**config.mk**
```make
export PLATFORM = sky130hd
export DESIGN_NAME = lin_frame_monitor
export DESIGN_NICKNAME = d
export VERILOG_FILES = /design/src/lfm_pkg.sv /design/src/lin_frame_monitor.sv
export VERILOG_INCLUDE_DIRS = /design/src /design/src/src
export SDC_FILE = /design/constraint.sdc
export NUM_CORES = 2
export LEC_CHECK = 0
export ABC_AREA = 1
export BUFFER_PORTS_ARGS = -buffer_cell sky130_fd_sc_hd__buf_2
export CORE_AREA = 4 4 332 334
export CTS_BUF_LIST = sky130_fd_sc_hd__clkbuf_8
export DETAILED_ROUTE_END_ITERATION = 10
export DIE_AREA = 0 0 336 338
export MAX_ROUTING_LAYER = met4
export SYNTH_ARGS = -nofsm -noshare
export SYNTH_HDL_FRONTEND = slang
export SYNTH_SLANG_ARGS = --single-unit
```
**constraint.sdc**
```tcl
create_clock -name clock -period 13.6 [get_ports clock]
set_clock_uncertainty 0.15 [all_clocks]
set_input_delay 2.72 -clock clock [delete_from_list [all_inputs] [get_ports clock]]
set_output_delay 2.72 -clock clock [all_outputs]
set_load 0.05 [all_outputs]
```
**src/lin_frame_monitor_defines.svh**
```systemverilog
// assertion macros shared by the lin frame monitor rtl
// expects signals named clock and reset in the including module
`ifndef LIN_FRAME_MONITOR_DEFINES_SVH
`define LIN_FRAME_MONITOR_DEFINES_SVH

// condition holds at every edge out of reset
`define LFM_ASSERT_ALWAYS(label, cond) \
   label: assert property (@(posedge clock) disable iff (reset) (cond)) \
      else $error("lin frame monitor check failed");

// consequence holds in the same cycle as the antecedent
`define LFM_ASSERT_IMPLIES(label, ante, cons) \
   label: assert property (@(posedge clock) disable iff (reset) (ante) |-> (cons)) \
      else $error("lin frame monitor check failed");

// consequence holds in the cycle after the antecedent
`define LFM_ASSERT_NEXT(label, ante, cons) \
   label: assert property (@(posedge clock) disable iff (reset) (ante) |=> (cons)) \
      else $error("lin frame monitor check failed");

`endif

```
**src/lfm_pkg.sv**
```systemverilog
// lin frame monitor package: event codes, frame constants and pid helpers
// no dependencies
package lfm_pkg;

   localparam int KIND_BITS = 4;

   localparam logic [KIND_BITS-1:0] EVT_BREAK       = 4'd0;
   localparam logic [KIND_BITS-1:0] EVT_SHORT_BREAK = 4'd1;
   localparam logic [KIND_BITS-1:0] EVT_SYNC        = 4'd2;
   localparam logic [KIND_BITS-1:0] EVT_SYNC_ERR    = 4'd3;
   localparam logic [KIND_BITS-1:0] EVT_PID         = 4'd4;
   localparam logic [KIND_BITS-1:0] EVT_PID_ERR     = 4'd5;
   localparam logic [KIND_BITS-1:0] EVT_DATA        = 4'd6;
   localparam logic [KIND_BITS-1:0] EVT_CHECKSUM    = 4'd7;
   localparam logic [KIND_BITS-1:0] EVT_CHECKSUM_ERR = 4'd8;
   localparam logic [KIND_BITS-1:0] EVT_FRAME       = 4'd9;
   localparam logic [KIND_BITS-1:0] EVT_FRAME_ERR   = 4'd10;

   localparam logic [7:0] SYNC_BYTE     = 8'h55;
   localparam logic [7:0] ID_MASK       = 8'h3F;
   localparam logic [7:0] PARITY_MASK   = 8'hC0;
   localparam logic [5:0] CLASSIC_ID_A  = 6'd60;
   localparam logic [5:0] CLASSIC_ID_B  = 6'd61;
   localparam logic [5:0] LONG_FRAME_ID = 6'd48;
   localparam logic [5:0] MID_FRAME_ID  = 6'd32;
   localparam int         BREAK_BITS    = 13;
   localparam int         BYTE_BITS     = 10;
   localparam int         DATA_BITS     = 8;

   typedef struct packed {
      logic [KIND_BITS-1:0] kind;
      logic [7:0]           value;
      logic [7:0]           sum;
      logic [2:0]           index;
      logic                 last;
   } rsp_info_type;

   // expected parity bits in place (bits 7:6)
   function automatic logic [7:0] pid_parity(input logic [7:0] p);
      logic p0;
      logic p1;
      p0 = p[0] ^ p[1] ^ p[2] ^ p[4];
      p1 = ~(p[1] ^ p[3] ^ p[4] ^ p[5]);
      return {p1, p0, 6'd0};
   endfunction

   function automatic logic [3:0] frame_length_for(input logic [7:0] p);
      logic [5:0] id;
      id = p[5:0];
      if (id >= LONG_FRAME_ID)
         return 4'd8;
      else if (id >= MID_FRAME_ID)
         return 4'd4;
      return 4'd2;
   endfunction

   // add with end-around carry
   function automatic logic [7:0] carry_add(input logic [7:0] a, input logic [7:0] b);
      logic [8:0] s;
      s = {1'b0, a} + {1'b0, b};
      if (s[8])
         return s[7:0] + 8'd1;
      return s[7:0];
   endfunction

endpackage

```
**src/lin_frame_monitor.sv**
```systemverilog
// lin frame monitor top level: break hunt, uart byte sampling, frame checks
// depends on lfm_pkg and lin_frame_monitor_defines.svh
//
// req channel: one sampled line level per item in req_tdata[0], 1 is recessive.
// each accepted item advances the sample counter; stamps are sample counts.
// csr channel: writes bit_time (samples per lin bit), always ready; write it
// only while no item is in flight. bit_time of zero freezes frame tracking.
// rsp channel: zero, one or two event items per sample, rsp_tlast on the
// final one. a checksum byte gives the checksum event and then the frame event.
// each sample is handled in the cycle it is accepted and its events are registered
// into the result queue; one sample per cycle is taken as long as the
// four-entry result queue has room for two items, so with rsp_tready high
// the block runs at one sample per cycle indefinitely.
// when rsp stalls the queue fills and req_tready drops at fewer than two free entries.
// reset: hunting for a break, line taken as idle high, sample count zero,
// bit_time back to 104, queue empty.
module lin_frame_monitor #(
   parameter int STAMP_BITS    = 48,
   parameter int BIT_TIME_BITS = 16
) (
   input  logic                                      clock,
   input  logic                                      reset,
   input  logic                                      req_tvalid,
   output logic                                      req_tready,
   input  logic [7:0]                                req_tdata,  // line_level
   output logic                                      rsp_tvalid,
   input  logic                                      rsp_tready,
   // byte_value, expected_sum, data_index, start_stamp, end_stamp
   output logic [((19 + 2 * STAMP_BITS + 7) / 8) * 8 - 1:0] rsp_tdata,
   output logic [lfm_pkg::KIND_BITS-1:0]             rsp_tuser,  // event_kind
   output logic                                      rsp_tlast,
   input  logic                                      csr_valid,
   output logic                                      csr_ready,
   input  logic [BIT_TIME_BITS-1:0]                  csr_data    // bit_time
);
   import lfm_pkg::*;

   `include "lin_frame_monitor_defines.svh"

   localparam int RspDataW  = ((19 + 2 * STAMP_BITS + 7) / 8) * 8;
   localparam int OffW      = BIT_TIME_BITS + 4;
   localparam int FifoDepth = 4;
   localparam int PtrW      = 2;
   localparam int CntW      = 3;

   localparam logic [2:0] PH_HUNT  = 3'd0;
   localparam logic [2:0] PH_BREAK = 3'd1;
   localparam logic [2:0] PH_SYNC  = 3'd2;
   localparam logic [2:0] PH_PID   = 3'd3;
   localparam logic [2:0] PH_DATA  = 3'd4;
   localparam logic [2:0] PH_SUM   = 3'd5;

   // frame tracking state
   logic [BIT_TIME_BITS-1:0] bit_time_ff, bit_time_in;
   logic [2:0]               phase_ff, phase_in;
   logic                     prev_level_ff, prev_level_in;
   logic [STAMP_BITS-1:0]    sample_count_ff, sample_count_in;
   logic [STAMP_BITS-1:0]    break_start_ff, break_start_in;
   logic [STAMP_BITS-1:0]    byte_start_ff, byte_start_in;
   logic                     byte_busy_ff, byte_busy_in;
   logic [OffW-1:0]          sample_offset_ff, sample_offset_in;
   logic [3:0]               bit_pos_ff, bit_pos_in;
   logic [7:0]               shift_byte_ff, shift_byte_in;
   logic [7:0]               stored_pid_ff, stored_pid_in;
   logic [3:0]               frame_len_ff, frame_len_in;
   logic [3:0]               data_count_ff, data_count_in;
   logic [7:0]               running_sum_ff, running_sum_in;

   // result queue
   rsp_info_type             fifo_info_ff [FifoDepth];
   logic [STAMP_BITS-1:0]    fifo_ss_ff   [FifoDepth];
   logic [STAMP_BITS-1:0]    fifo_es_ff   [FifoDepth];
   logic [PtrW-1:0]          wr_ptr_ff, wr_ptr_in;
   logic [PtrW-1:0]          rd_ptr_ff, rd_ptr_in;
   logic [CntW-1:0]          count_ff, count_in;

   logic                     accept;
   logic                     pop;
   logic                     lvl;
   logic                     fall;
   logic                     rise;
   logic [1:0]               push_n;
   rsp_info_type             res0, res1;
   logic [STAMP_BITS-1:0]    res0_ss, res0_es, res1_ss, res1_es;
   logic [STAMP_BITS-1:0]    break_len;
   logic [STAMP_BITS-1:0]    byte_end;
   logic [OffW-1:0]          break_min;
   logic [OffW-1:0]          target;
   logic [OffW-1:0]          offset_next;
   logic [3:0]               dc_next;
   logic [7:0]               sum_base;
   logic [7:0]               expect_sum;
   logic                     sum_ok;
   logic                     par_ok;

   assign accept     = req_tvalid && req_tready;
   assign pop        = rsp_tvalid && rsp_tready;
   assign req_tready = (count_ff <= CntW'(FifoDepth - 2));
   assign csr_ready  = 1'b1;

   assign lvl  = req_tdata[0];
   assign fall = prev_level_ff && !lvl;
   assign rise = !prev_level_ff && lvl;

   assign break_len   = sample_count_ff - break_start_ff;
   assign break_min   = OffW'(bit_time_ff) * OffW'(BREAK_BITS);
   assign byte_end    = byte_start_ff + STAMP_BITS'(OffW'(bit_time_ff) * OffW'(BYTE_BITS));
   // mid-bit sample point of the current bit
   assign target      = OffW'(bit_time_ff) * OffW'(bit_pos_ff + 4'd1)
                        + OffW'(bit_time_ff >> 1);
   assign offset_next = sample_offset_ff + OffW'(1);
   assign dc_next     = data_count_ff + 4'd1;
   assign sum_base    = ((stored_pid_ff[5:0] == CLASSIC_ID_A) ||
                         (stored_pid_ff[5:0] == CLASSIC_ID_B))
                        ? running_sum_ff : carry_add(running_sum_ff, stored_pid_ff);
   assign expect_sum  = ~sum_base;
   assign sum_ok      = (shift_byte_ff == expect_sum);
   assign par_ok      = ((stored_pid_ff & PARITY_MASK) == pid_parity(stored_pid_ff));

   always_comb begin
      bit_time_in      = bit_time_ff;
      phase_in         = phase_ff;
      prev_level_in    = prev_level_ff;
      sample_count_in  = sample_count_ff;
      break_start_in   = break_start_ff;
      byte_start_in    = byte_start_ff;
      byte_busy_in     = byte_busy_ff;
      sample_offset_in = sample_offset_ff;
      bit_pos_in       = bit_pos_ff;
      shift_byte_in    = shift_byte_ff;
      stored_pid_in    = stored_pid_ff;
      frame_len_in     = frame_len_ff;
      data_count_in    = data_count_ff;
      running_sum_in   = running_sum_ff;
      push_n           = 2'd0;
      res0             = '0;
      res1             = '0;
      res0_ss          = '0;
      res0_es          = '0;
      res1_ss          = '0;
      res1_es          = '0;

      if (csr_valid && csr_ready) begin
         bit_time_in = csr_data;
      end

      if (accept) begin
         prev_level_in   = lvl;
         sample_count_in = sample_count_ff + STAMP_BITS'(1);
         if (bit_time_ff != '0) begin
            unique case (phase_ff) inside
               PH_HUNT: begin
                  if (fall) begin
                     break_start_in = sample_count_ff;
                     phase_in       = PH_BREAK;
                  end
               end
               PH_BREAK: begin
                  if (rise) begin
                     push_n    = 2'd1;
                     res0.last = 1'b1;
                     res0_ss   = break_start_ff;
                     res0_es   = sample_count_ff;
                     if (break_len >= STAMP_BITS'(break_min)) begin
                        res0.kind = EVT_BREAK;
                        phase_in  = PH_SYNC;
                     end else begin
                        res0.kind = EVT_SHORT_BREAK;
                        phase_in  = PH_HUNT;
                     end
                  end
               end
               PH_SYNC, PH_PID, PH_DATA, PH_SUM: begin
                  if (!byte_busy_ff) begin
                     if (fall) begin
                        byte_busy_in     = 1'b1;
                        byte_start_in    = sample_count_ff;
                        sample_offset_in = '0;
                        bit_pos_in       = 4'd0;
                        shift_byte_in    = 8'd0;
                     end
                  end else begin
                     sample_offset_in = offset_next;
                     if (offset_next >= target) begin
                        if (bit_pos_ff < 4'(DATA_BITS)) begin
                           shift_byte_in[bit_pos_ff[2:0]] = shift_byte_ff[bit_pos_ff[2:0]] | lvl;
                           bit_pos_in = bit_pos_ff + 4'd1;
                        end else begin
                           byte_busy_in = 1'b0;
                           if (!lvl) begin
                              // framing error on the stop bit drops the frame quietly
                              phase_in = PH_HUNT;
                           end else begin
                              push_n     = 2'd1;
                              res0.value = shift_byte_ff;
                              res0.last  = 1'b1;
                              res0_ss    = byte_start_ff;
                              res0_es    = byte_end;
                              unique case (phase_ff)
                                 PH_SYNC: begin
                                    if (shift_byte_ff == SYNC_BYTE) begin
                                       res0.kind = EVT_SYNC;
                                       phase_in  = PH_PID;
                                    end else begin
                                       res0.kind = EVT_SYNC_ERR;
                                       phase_in  = PH_HUNT;
                                    end
                                 end
                                 PH_PID: begin
                                    stored_pid_in  = shift_byte_ff;
                                    frame_len_in   = frame_length_for(shift_byte_ff);
                                    data_count_in  = 4'd0;
                                    running_sum_in = 8'd0;
                                    res0.kind = ((shift_byte_ff & PARITY_MASK) ==
                                                 pid_parity(shift_byte_ff))
                                                ? EVT_PID : EVT_PID_ERR;
                                    phase_in  = PH_DATA;
                                 end
                                 PH_DATA: begin
                                    res0.kind      = EVT_DATA;
                                    res0.index     = data_count_ff[2:0];
                                    running_sum_in = carry_add(running_sum_ff, shift_byte_ff);
                                    data_count_in  = dc_next;
                                    if (dc_next >= frame_len_ff) begin
                                       phase_in = PH_SUM;
                                    end
                                 end
                                 default: begin
                                    push_n     = 2'd2;
                                    res0.kind  = sum_ok ? EVT_CHECKSUM : EVT_CHECKSUM_ERR;
                                    res0.sum   = expect_sum;
                                    res0.last  = 1'b0;
                                    res1.kind  = (sum_ok && par_ok) ? EVT_FRAME : EVT_FRAME_ERR;
                                    res1.value = stored_pid_ff;
                                    res1.last  = 1'b1;
                                    res1_ss    = break_start_ff;
                                    res1_es    = byte_end;
                                    phase_in   = PH_HUNT;
                                 end
                              endcase
                           end
                        end
                     end
                  end
               end
               default: begin
                  phase_in = PH_HUNT;
               end
            endcase
         end
      end
   end

   assign wr_ptr_in = wr_ptr_ff + PtrW'(push_n);
   assign rd_ptr_in = rd_ptr_ff + PtrW'(pop);
   assign count_in  = count_ff + CntW'(push_n) - CntW'(pop);

   always_ff @(posedge clock) begin
      if (reset) begin
         bit_time_ff      <= BIT_TIME_BITS'(104);
         phase_ff         <= PH_HUNT;
         prev_level_ff    <= 1'b1;
         sample_count_ff  <= '0;
         break_start_ff   <= '0;
         byte_start_ff    <= '0;
         byte_busy_ff     <= 1'b0;
         sample_offset_ff <= '0;
         bit_pos_ff       <= 4'd0;
         shift_byte_ff    <= 8'd0;
         stored_pid_ff    <= 8'd0;
         frame_len_ff     <= 4'd0;
         data_count_ff    <= 4'd0;
         running_sum_ff   <= 8'd0;
         wr_ptr_ff        <= '0;
         rd_ptr_ff        <= '0;
         count_ff         <= '0;
      end else begin
         bit_time_ff      <= bit_time_in;
         phase_ff         <= phase_in;
         prev_level_ff    <= prev_level_in;
         sample_count_ff  <= sample_count_in;
         break_start_ff   <= break_start_in;
         byte_start_ff    <= byte_start_in;
         byte_busy_ff     <= byte_busy_in;
         sample_offset_ff <= sample_offset_in;
         bit_pos_ff       <= bit_pos_in;
         shift_byte_ff    <= shift_byte_in;
         stored_pid_ff    <= stored_pid_in;
         frame_len_ff     <= frame_len_in;
         data_count_ff    <= data_count_in;
         running_sum_ff   <= running_sum_in;
         wr_ptr_ff        <= wr_ptr_in;
         rd_ptr_ff        <= rd_ptr_in;
         count_ff         <= count_in;
      end
   end

   // queue payload, up to two items written per cycle
   always_ff @(posedge clock) begin
      for (int i = 0; i < FifoDepth; i++) begin
         if ((push_n != 2'd0) && (PtrW'(i) == wr_ptr_ff)) begin
            fifo_info_ff[i] <= res0;
            fifo_ss_ff[i]   <= res0_ss;
            fifo_es_ff[i]   <= res0_es;
         end else if ((push_n == 2'd2) && (PtrW'(i) == wr_ptr_ff + PtrW'(1))) begin
            fifo_info_ff[i] <= res1;
            fifo_ss_ff[i]   <= res1_ss;
            fifo_es_ff[i]   <= res1_es;
         end
      end
   end

   assign rsp_tvalid = (count_ff != '0);
   assign rsp_tuser  = fifo_info_ff[rd_ptr_ff].kind;
   assign rsp_tlast  = fifo_info_ff[rd_ptr_ff].last;
   assign rsp_tdata  = RspDataW'({fifo_es_ff[rd_ptr_ff], fifo_ss_ff[rd_ptr_ff],
                                  fifo_info_ff[rd_ptr_ff].index,
                                  fifo_info_ff[rd_ptr_ff].sum,
                                  fifo_info_ff[rd_ptr_ff].value});

   `LFM_ASSERT_ALWAYS(a_queue_bound, count_ff <= CntW'(FifoDepth))
   `LFM_ASSERT_NEXT(a_queue_count, 1'b1, count_ff == $past(count_in))
   `LFM_ASSERT_IMPLIES(a_idle_byte, (phase_ff == PH_HUNT) || (phase_ff == PH_BREAK), !byte_busy_ff)
   `LFM_ASSERT_ALWAYS(a_bit_pos, bit_pos_ff <= 4'(DATA_BITS))

endmodule

```
; ---- Word-level counts from Yosys, hierarchy flattened
; Memory sizes are Yosys's and may differ from the RTL's. A register that Yosys moved wholly into a read port is not among the register bits.
; Cells that the tools add are included.
; W data, S select, Z words.
[totals]
ff_bits = 228
mem_bits_rw = 480
input_bits = 29
n_memories = 3
out_inout_bits = 128
[op_classes]
n_lt_le_gt_ge = 9
n_reduce_logical = 41
bitwise = 30
addsub = 17
eq_ne = 26
n_mul = 3
n_mux = 190
[memory_table]
columns = name, words, word_bits, read_ports, rd_clocked_by_memory_dff, wr, line
row1 = fifo_es_ff, 4, 48, 1, 1, 2, lin_frame_monitor.sv:72  ; logic [STAMP_BITS-1:0] fifo_es_ff [FifoDepth];
row2 = fifo_ss_ff, 4, 48, 1, 1, 2, lin_frame_monitor.sv:71  ; logic [STAMP_BITS-1:0] fifo_ss_ff [FifoDepth];
row3 = fifo_info_ff, 4, 24, 1, 1, 2, lin_frame_monitor.sv:70  ; rsp_info_type fifo_info_ff [FifoDepth];
[ops]
columns = operator, count
row1 = $mux W48, 42
row2 = $mux W24, 12
row3 = $pmux W48 S2, 2
row4 = $reduce_or A48 Y1, 4
row5 = $mux W12, 8
row6 = $mux W8, 10
row7 = $mux W1, 66
row8 = $add A48 B1 Y48 const B, 1
row9 = $add A48 B20 Y48, 1
row10 = $ge A48 B20 Y1, 1
row11 = $reduce_or A24 Y1, 2
row12 = $sub A48 B48 Y48, 1
row13 = $mux W20, 2
row14 = $mux W2, 19
row15 = $mux W4, 9
row16 = $mux W3, 8
row17 = $reduce_and A8 Y1, 3
row18 = $add A20 B1 Y20 const B, 1
row19 = $add A20 B15 Y20, 1
row20 = $ge A20 B20 Y1, 1
row21 = $mul A16 B4 Y20 const B, 1
row22 = $mul A16 B5 Y20, 1
row23 = $mul A16 B3 Y19 const B, 1
row24 = $mux W19, 1
row25 = 55 further kinds, 118

; ---- Longest topological paths before layout
[logic_depth]
depth_word = 19
ltp_mapped = 38
mapped_depth_nobuf = 37

; ---- Worst setup path after synthesis
; Ideal clock, no wire load.
[synth_timing]
path_type = reg2reg
startpoint = reg bit_pos_ff[2]
endpoint = mem fifo_es_ff[0][0], enable pin
setup_slack_ps = 3989
arrival_ps = 8978
stages_incl_launch_ff = 36
setup_time_ps = 484
cell_sequence = dfxtp_1 -> clkbuf_1 -> inv_1 -> nor3_1 -> xor2_1 -> inv_1 -> nand2_1 -> fa_1 -> fa_1 -> inv_1 -> fa_1 -> ha_1 -> a21oi_1 -> nand2_1 -> a21oi_1 -> o21bai_1 -> a21boi_0 -> o21ai_0 -> nand3_1 -> nand2_1 -> a21boi_0 -> o21ai_0 -> xor2_1 -> ha_1 -> nand2_1 -> inv_1 -> nand3_1 -> nor2_1 -> nand4_1 -> nand4_2 -> nand2_1 -> nor3_4 -> nand2_2 -> buf_2 -> clkbuf_1 -> nand2_1
[synth_lines]
columns = element, line
row1 = "start, declared", lin_frame_monitor.sv:62  ; logic [3:0] bit_pos_ff, bit_pos_in;
row2 = "start signal, assigned", lin_frame_monitor.sv:286  ; bit_pos_ff <= bit_pos_in;
row3 = "end, declared", lin_frame_monitor.sv:72

==> flow_metrics.tcl <==
set metrics [dict create \
    finalCritPeriodShare_pct 72.9 \
    rsz0062_at_grt "false" \
    synthCells 5670 \
    pre_cts_ws_ns 3.48 \
    die_area_mm2 0.114 \
    final-setup-viol-count 0 \
    worstSetupPathType "flop to flop" \
    cts-buffers-inserted 120 \
    ant_nets 0 \
    fmax_mhz 101 \
    grt_use_total_pct 25.0 \
    critPathRequiredTime_ns 13.86 \
    crit_buf_inv 5 \
    power.density_mw_per_mm2 142 \
    synth_commonest_cells "nand2_1, nor2_1, o21ai_0, inv_1, edfxtp_1" \
    clock_latency_ns 0.79 \
    synth_warnings 0 \
    grt_pass1_vias 36596 \
    rows 120 \
    end_kind "flop" \
    ioPinCount 157 \
    avgSynthCellArea_um2 7.89 \
    hold_path_class "flop to flop" \
    clock_path_buffers 3 \
    final_max_slew_viol_count 0 \
    clockPowerShare_pct 27.3 \
    htree_levels 3 \
    synth_edf_count 468 \
    drt_iter0_drc 3222 \
    tritoncts "yes" \
    wl_per_cell_um 19.4 \
    finalSetupTns_ns 0 \
    power.total_mw 6.96 \
    crit_fanout 72 \
    slowest_stage "nand2_4" \
    initial_core_util_pct 41.9 \
    async_reset_ff_share_pct 0 \
    setup_ws_ns 3.69 \
    cts_root_buf "clkbuf_8" \
    irDropWorstVdd_mv 0.0864 \
    netlist.area_leader.share_pct 31.4 \
    period_needed_ns 9.91 \
    vias_per_cell 5.38 \
    design_area_mm2 0.0490 \
    tightest_slew_ns 1.17 \
    ys.flop_type "edfxtp_1" \
    p_switching_mw 2.99 \
    critPathMaxStageDelay_ns 0.92 \
    cpMostUsedCell "nand2_1" \
    cap_violations 0 \
    synth_seq_cells 707 \
    nets 6062 \
    grt_max_degree 158 \
    die_w_um 336 \
    netlist_area_mm2 0.0447 \
    coreArea_mm2 0.107 \
    cts_hold_buf 0 \
    synth_area_leaders "edfxtp_1, dfxtp_1, nand2_1" \
    die_y_um 338 \
    grt_first_pass_wirelength_um 215000 \
    synthDistinctLibCells 63 \
    post_cts_buffers 0 \
    dp_hpwl_um 99900 \
    p_seq_share_pct 35.0 \
    cts_resized 0 \
    combPwrFrac_pct 37.7 \
    switching_share_pct 42.9 \
    area.growth.synth_to_final_pct 9.51 \
    drive_above_1_share_pct 6.95 \
    yosys.area.top_type "edfxtp_1" \
    grt_overflow_total 0 \
    routed_wl_um 140000 \
    cts.sinks 707 \
    p_leak_nw 18.8 \
    critPathTopFamily "simple AND/OR/NAND/NOR gates" \
    max_slew_margin_pct 21.9 \
    placedInstanceArea_mm2 0.0466 \
    ys_seq_area_share_pct 42.1 \
    cp-start-kind "flop" \
    num_vias 38858 \
    first_pass_iters 6 \
    timing.hold.ws_ns 0.327 \
    drcViolationCount 0 \
    portBuffers 143 \
    cp.arrival_ns 10.17 \
    status "complete, no violations" \
    hold_viol 0 \
    gp_congestion 0.983 \
    synth_most_common_cell "nand2_1" \
    antenna_found_initial 7 \
    clkTransAtPathRegs_ns 0.06 \
    intPower_mw 3.97 \
]
==> cells by family after synthesis <==
group	after synthesis	share of synthesized area [%]
AO/OA/AOI/OAI	1369	16.4
other	2	0.0168
flip-flops	707	42.1
XOR/XNOR	173	3.39
buffers and inverters	899	7.66
AND/OR/NAND/NOR	2205	20.4
adder cells (fa/ha/maj)	315	10.1
==> state kept, by name, summed over array words and instances (netlist names), 2 cells and up <==
signal and cells:
bit_pos_ff 4, wr_ptr_ff 2, rd_ptr_ff 2, running_sum_ff 8
data_count_ff 4, fifo_info_ff 96, sample_count_ff 48, break_start_ff 48
fifo_ss_ff 192, sample_offset_ff 20, frame_len_ff 3, phase_ff 3
count_ff 3, shift_byte_ff 8, fifo_es_ff 192, stored_pid_ff 8
bit_time_ff 16, byte_start_ff 48
==> per-stage QoR <==
stage	cells	util, %
2_1_floorplan	5674	-
3_3_place_gp	6999	43.6
3_5_place_dp	6999	43.6
4_1_cts	7227	45.8
5_1_grt	7228	45.8
6_report	7228	45.8
==> power groups by stage <==
stage          Sequential, mW  Clock [mW]  Combinational [mW]
2_1_floorplan            2.42           0                1.93
3_3_place_gp             2.48           0                2.58
3_5_place_dp             2.48           0                2.60
4_1_cts                  2.43        1.94                2.61
5_1_grt                  2.44        2.03                2.90
6_report                 2.43        1.90                2.62
==> layout by cell type (no fill, tap or decap), drive strengths merged, types with 6 or more instances in the layout <==
cell type and n:
a211oi 8, a21boi 13, a21o 7, a21oi 421, a22oi 17, a31oi 14, and2 8, buf 175
clkbuf 140, clkinv 30, conb 6, dfxtp 239, edfxtp 468, fa 75, ha 240, inv 700
nand2 1084, nand3 139, nand3b 13, nand4 64, nor2 763, nor3 96, nor4 22, o211ai 6
o21a 7, o21ai 697, o21bai 17, o22ai 134, o31ai 16, or2 7, xnor2 48, xor2 125
==> worst register-to-register path: cells and delay by family, from the launching register on <==
kind | cells | cell delay, ns
AND/OR/NAND/NOR | 14 | 4.04
AO/OA/AOI/OAI | 7 | 1.37
adder cells (fa/ha/maj) | 6 | 2.31
XOR/XNOR | 1 | 0.17
flip-flops | 1 | 0.32
buffers and inverters | 5 | 1.09
==> worst paths after layout <==
check / startpoint / to / slack (ns) / cells past startpoint
max: bit_pos_ff[0] / fifo_ss_ff[0][34] / 3.69 / 33
min: frame_len_ff[3] / frame_len_ff[3] / 0.33 / 2
max reg2reg: bit_pos_ff[0] / fifo_ss_ff[0][34] / 3.69 / 33
min reg2reg: frame_len_ff[3] / frame_len_ff[3] / 0.33 / 2
==> routing by layer <==
metal | GRT usage [%] | up-vias | routed length (um)
met5 | - | - | 0
met4 | 8.34 | 0 | 4900
met3 | 3.02 | 260 | 7630
met2 | 41.4 | 1138 | 66700
met1 | 32.1 | 18329 | 61200
li1 | - | 19131 | -
==> area by class of cell <==
class | instances | area (um2)
antenna | 1 | 2.50
clock buffer | 140 | 1930
clock inverter | 88 | 455
fill | 10725 | 57900
inverter | 646 | 2440
multi-input combinational | 4068 | 22600
sequential | 707 | 18800
tap | 1403 | 1760
timing repair buffer | 175 | 1010
No activity file was read; power rests on OpenSTA's default activity.
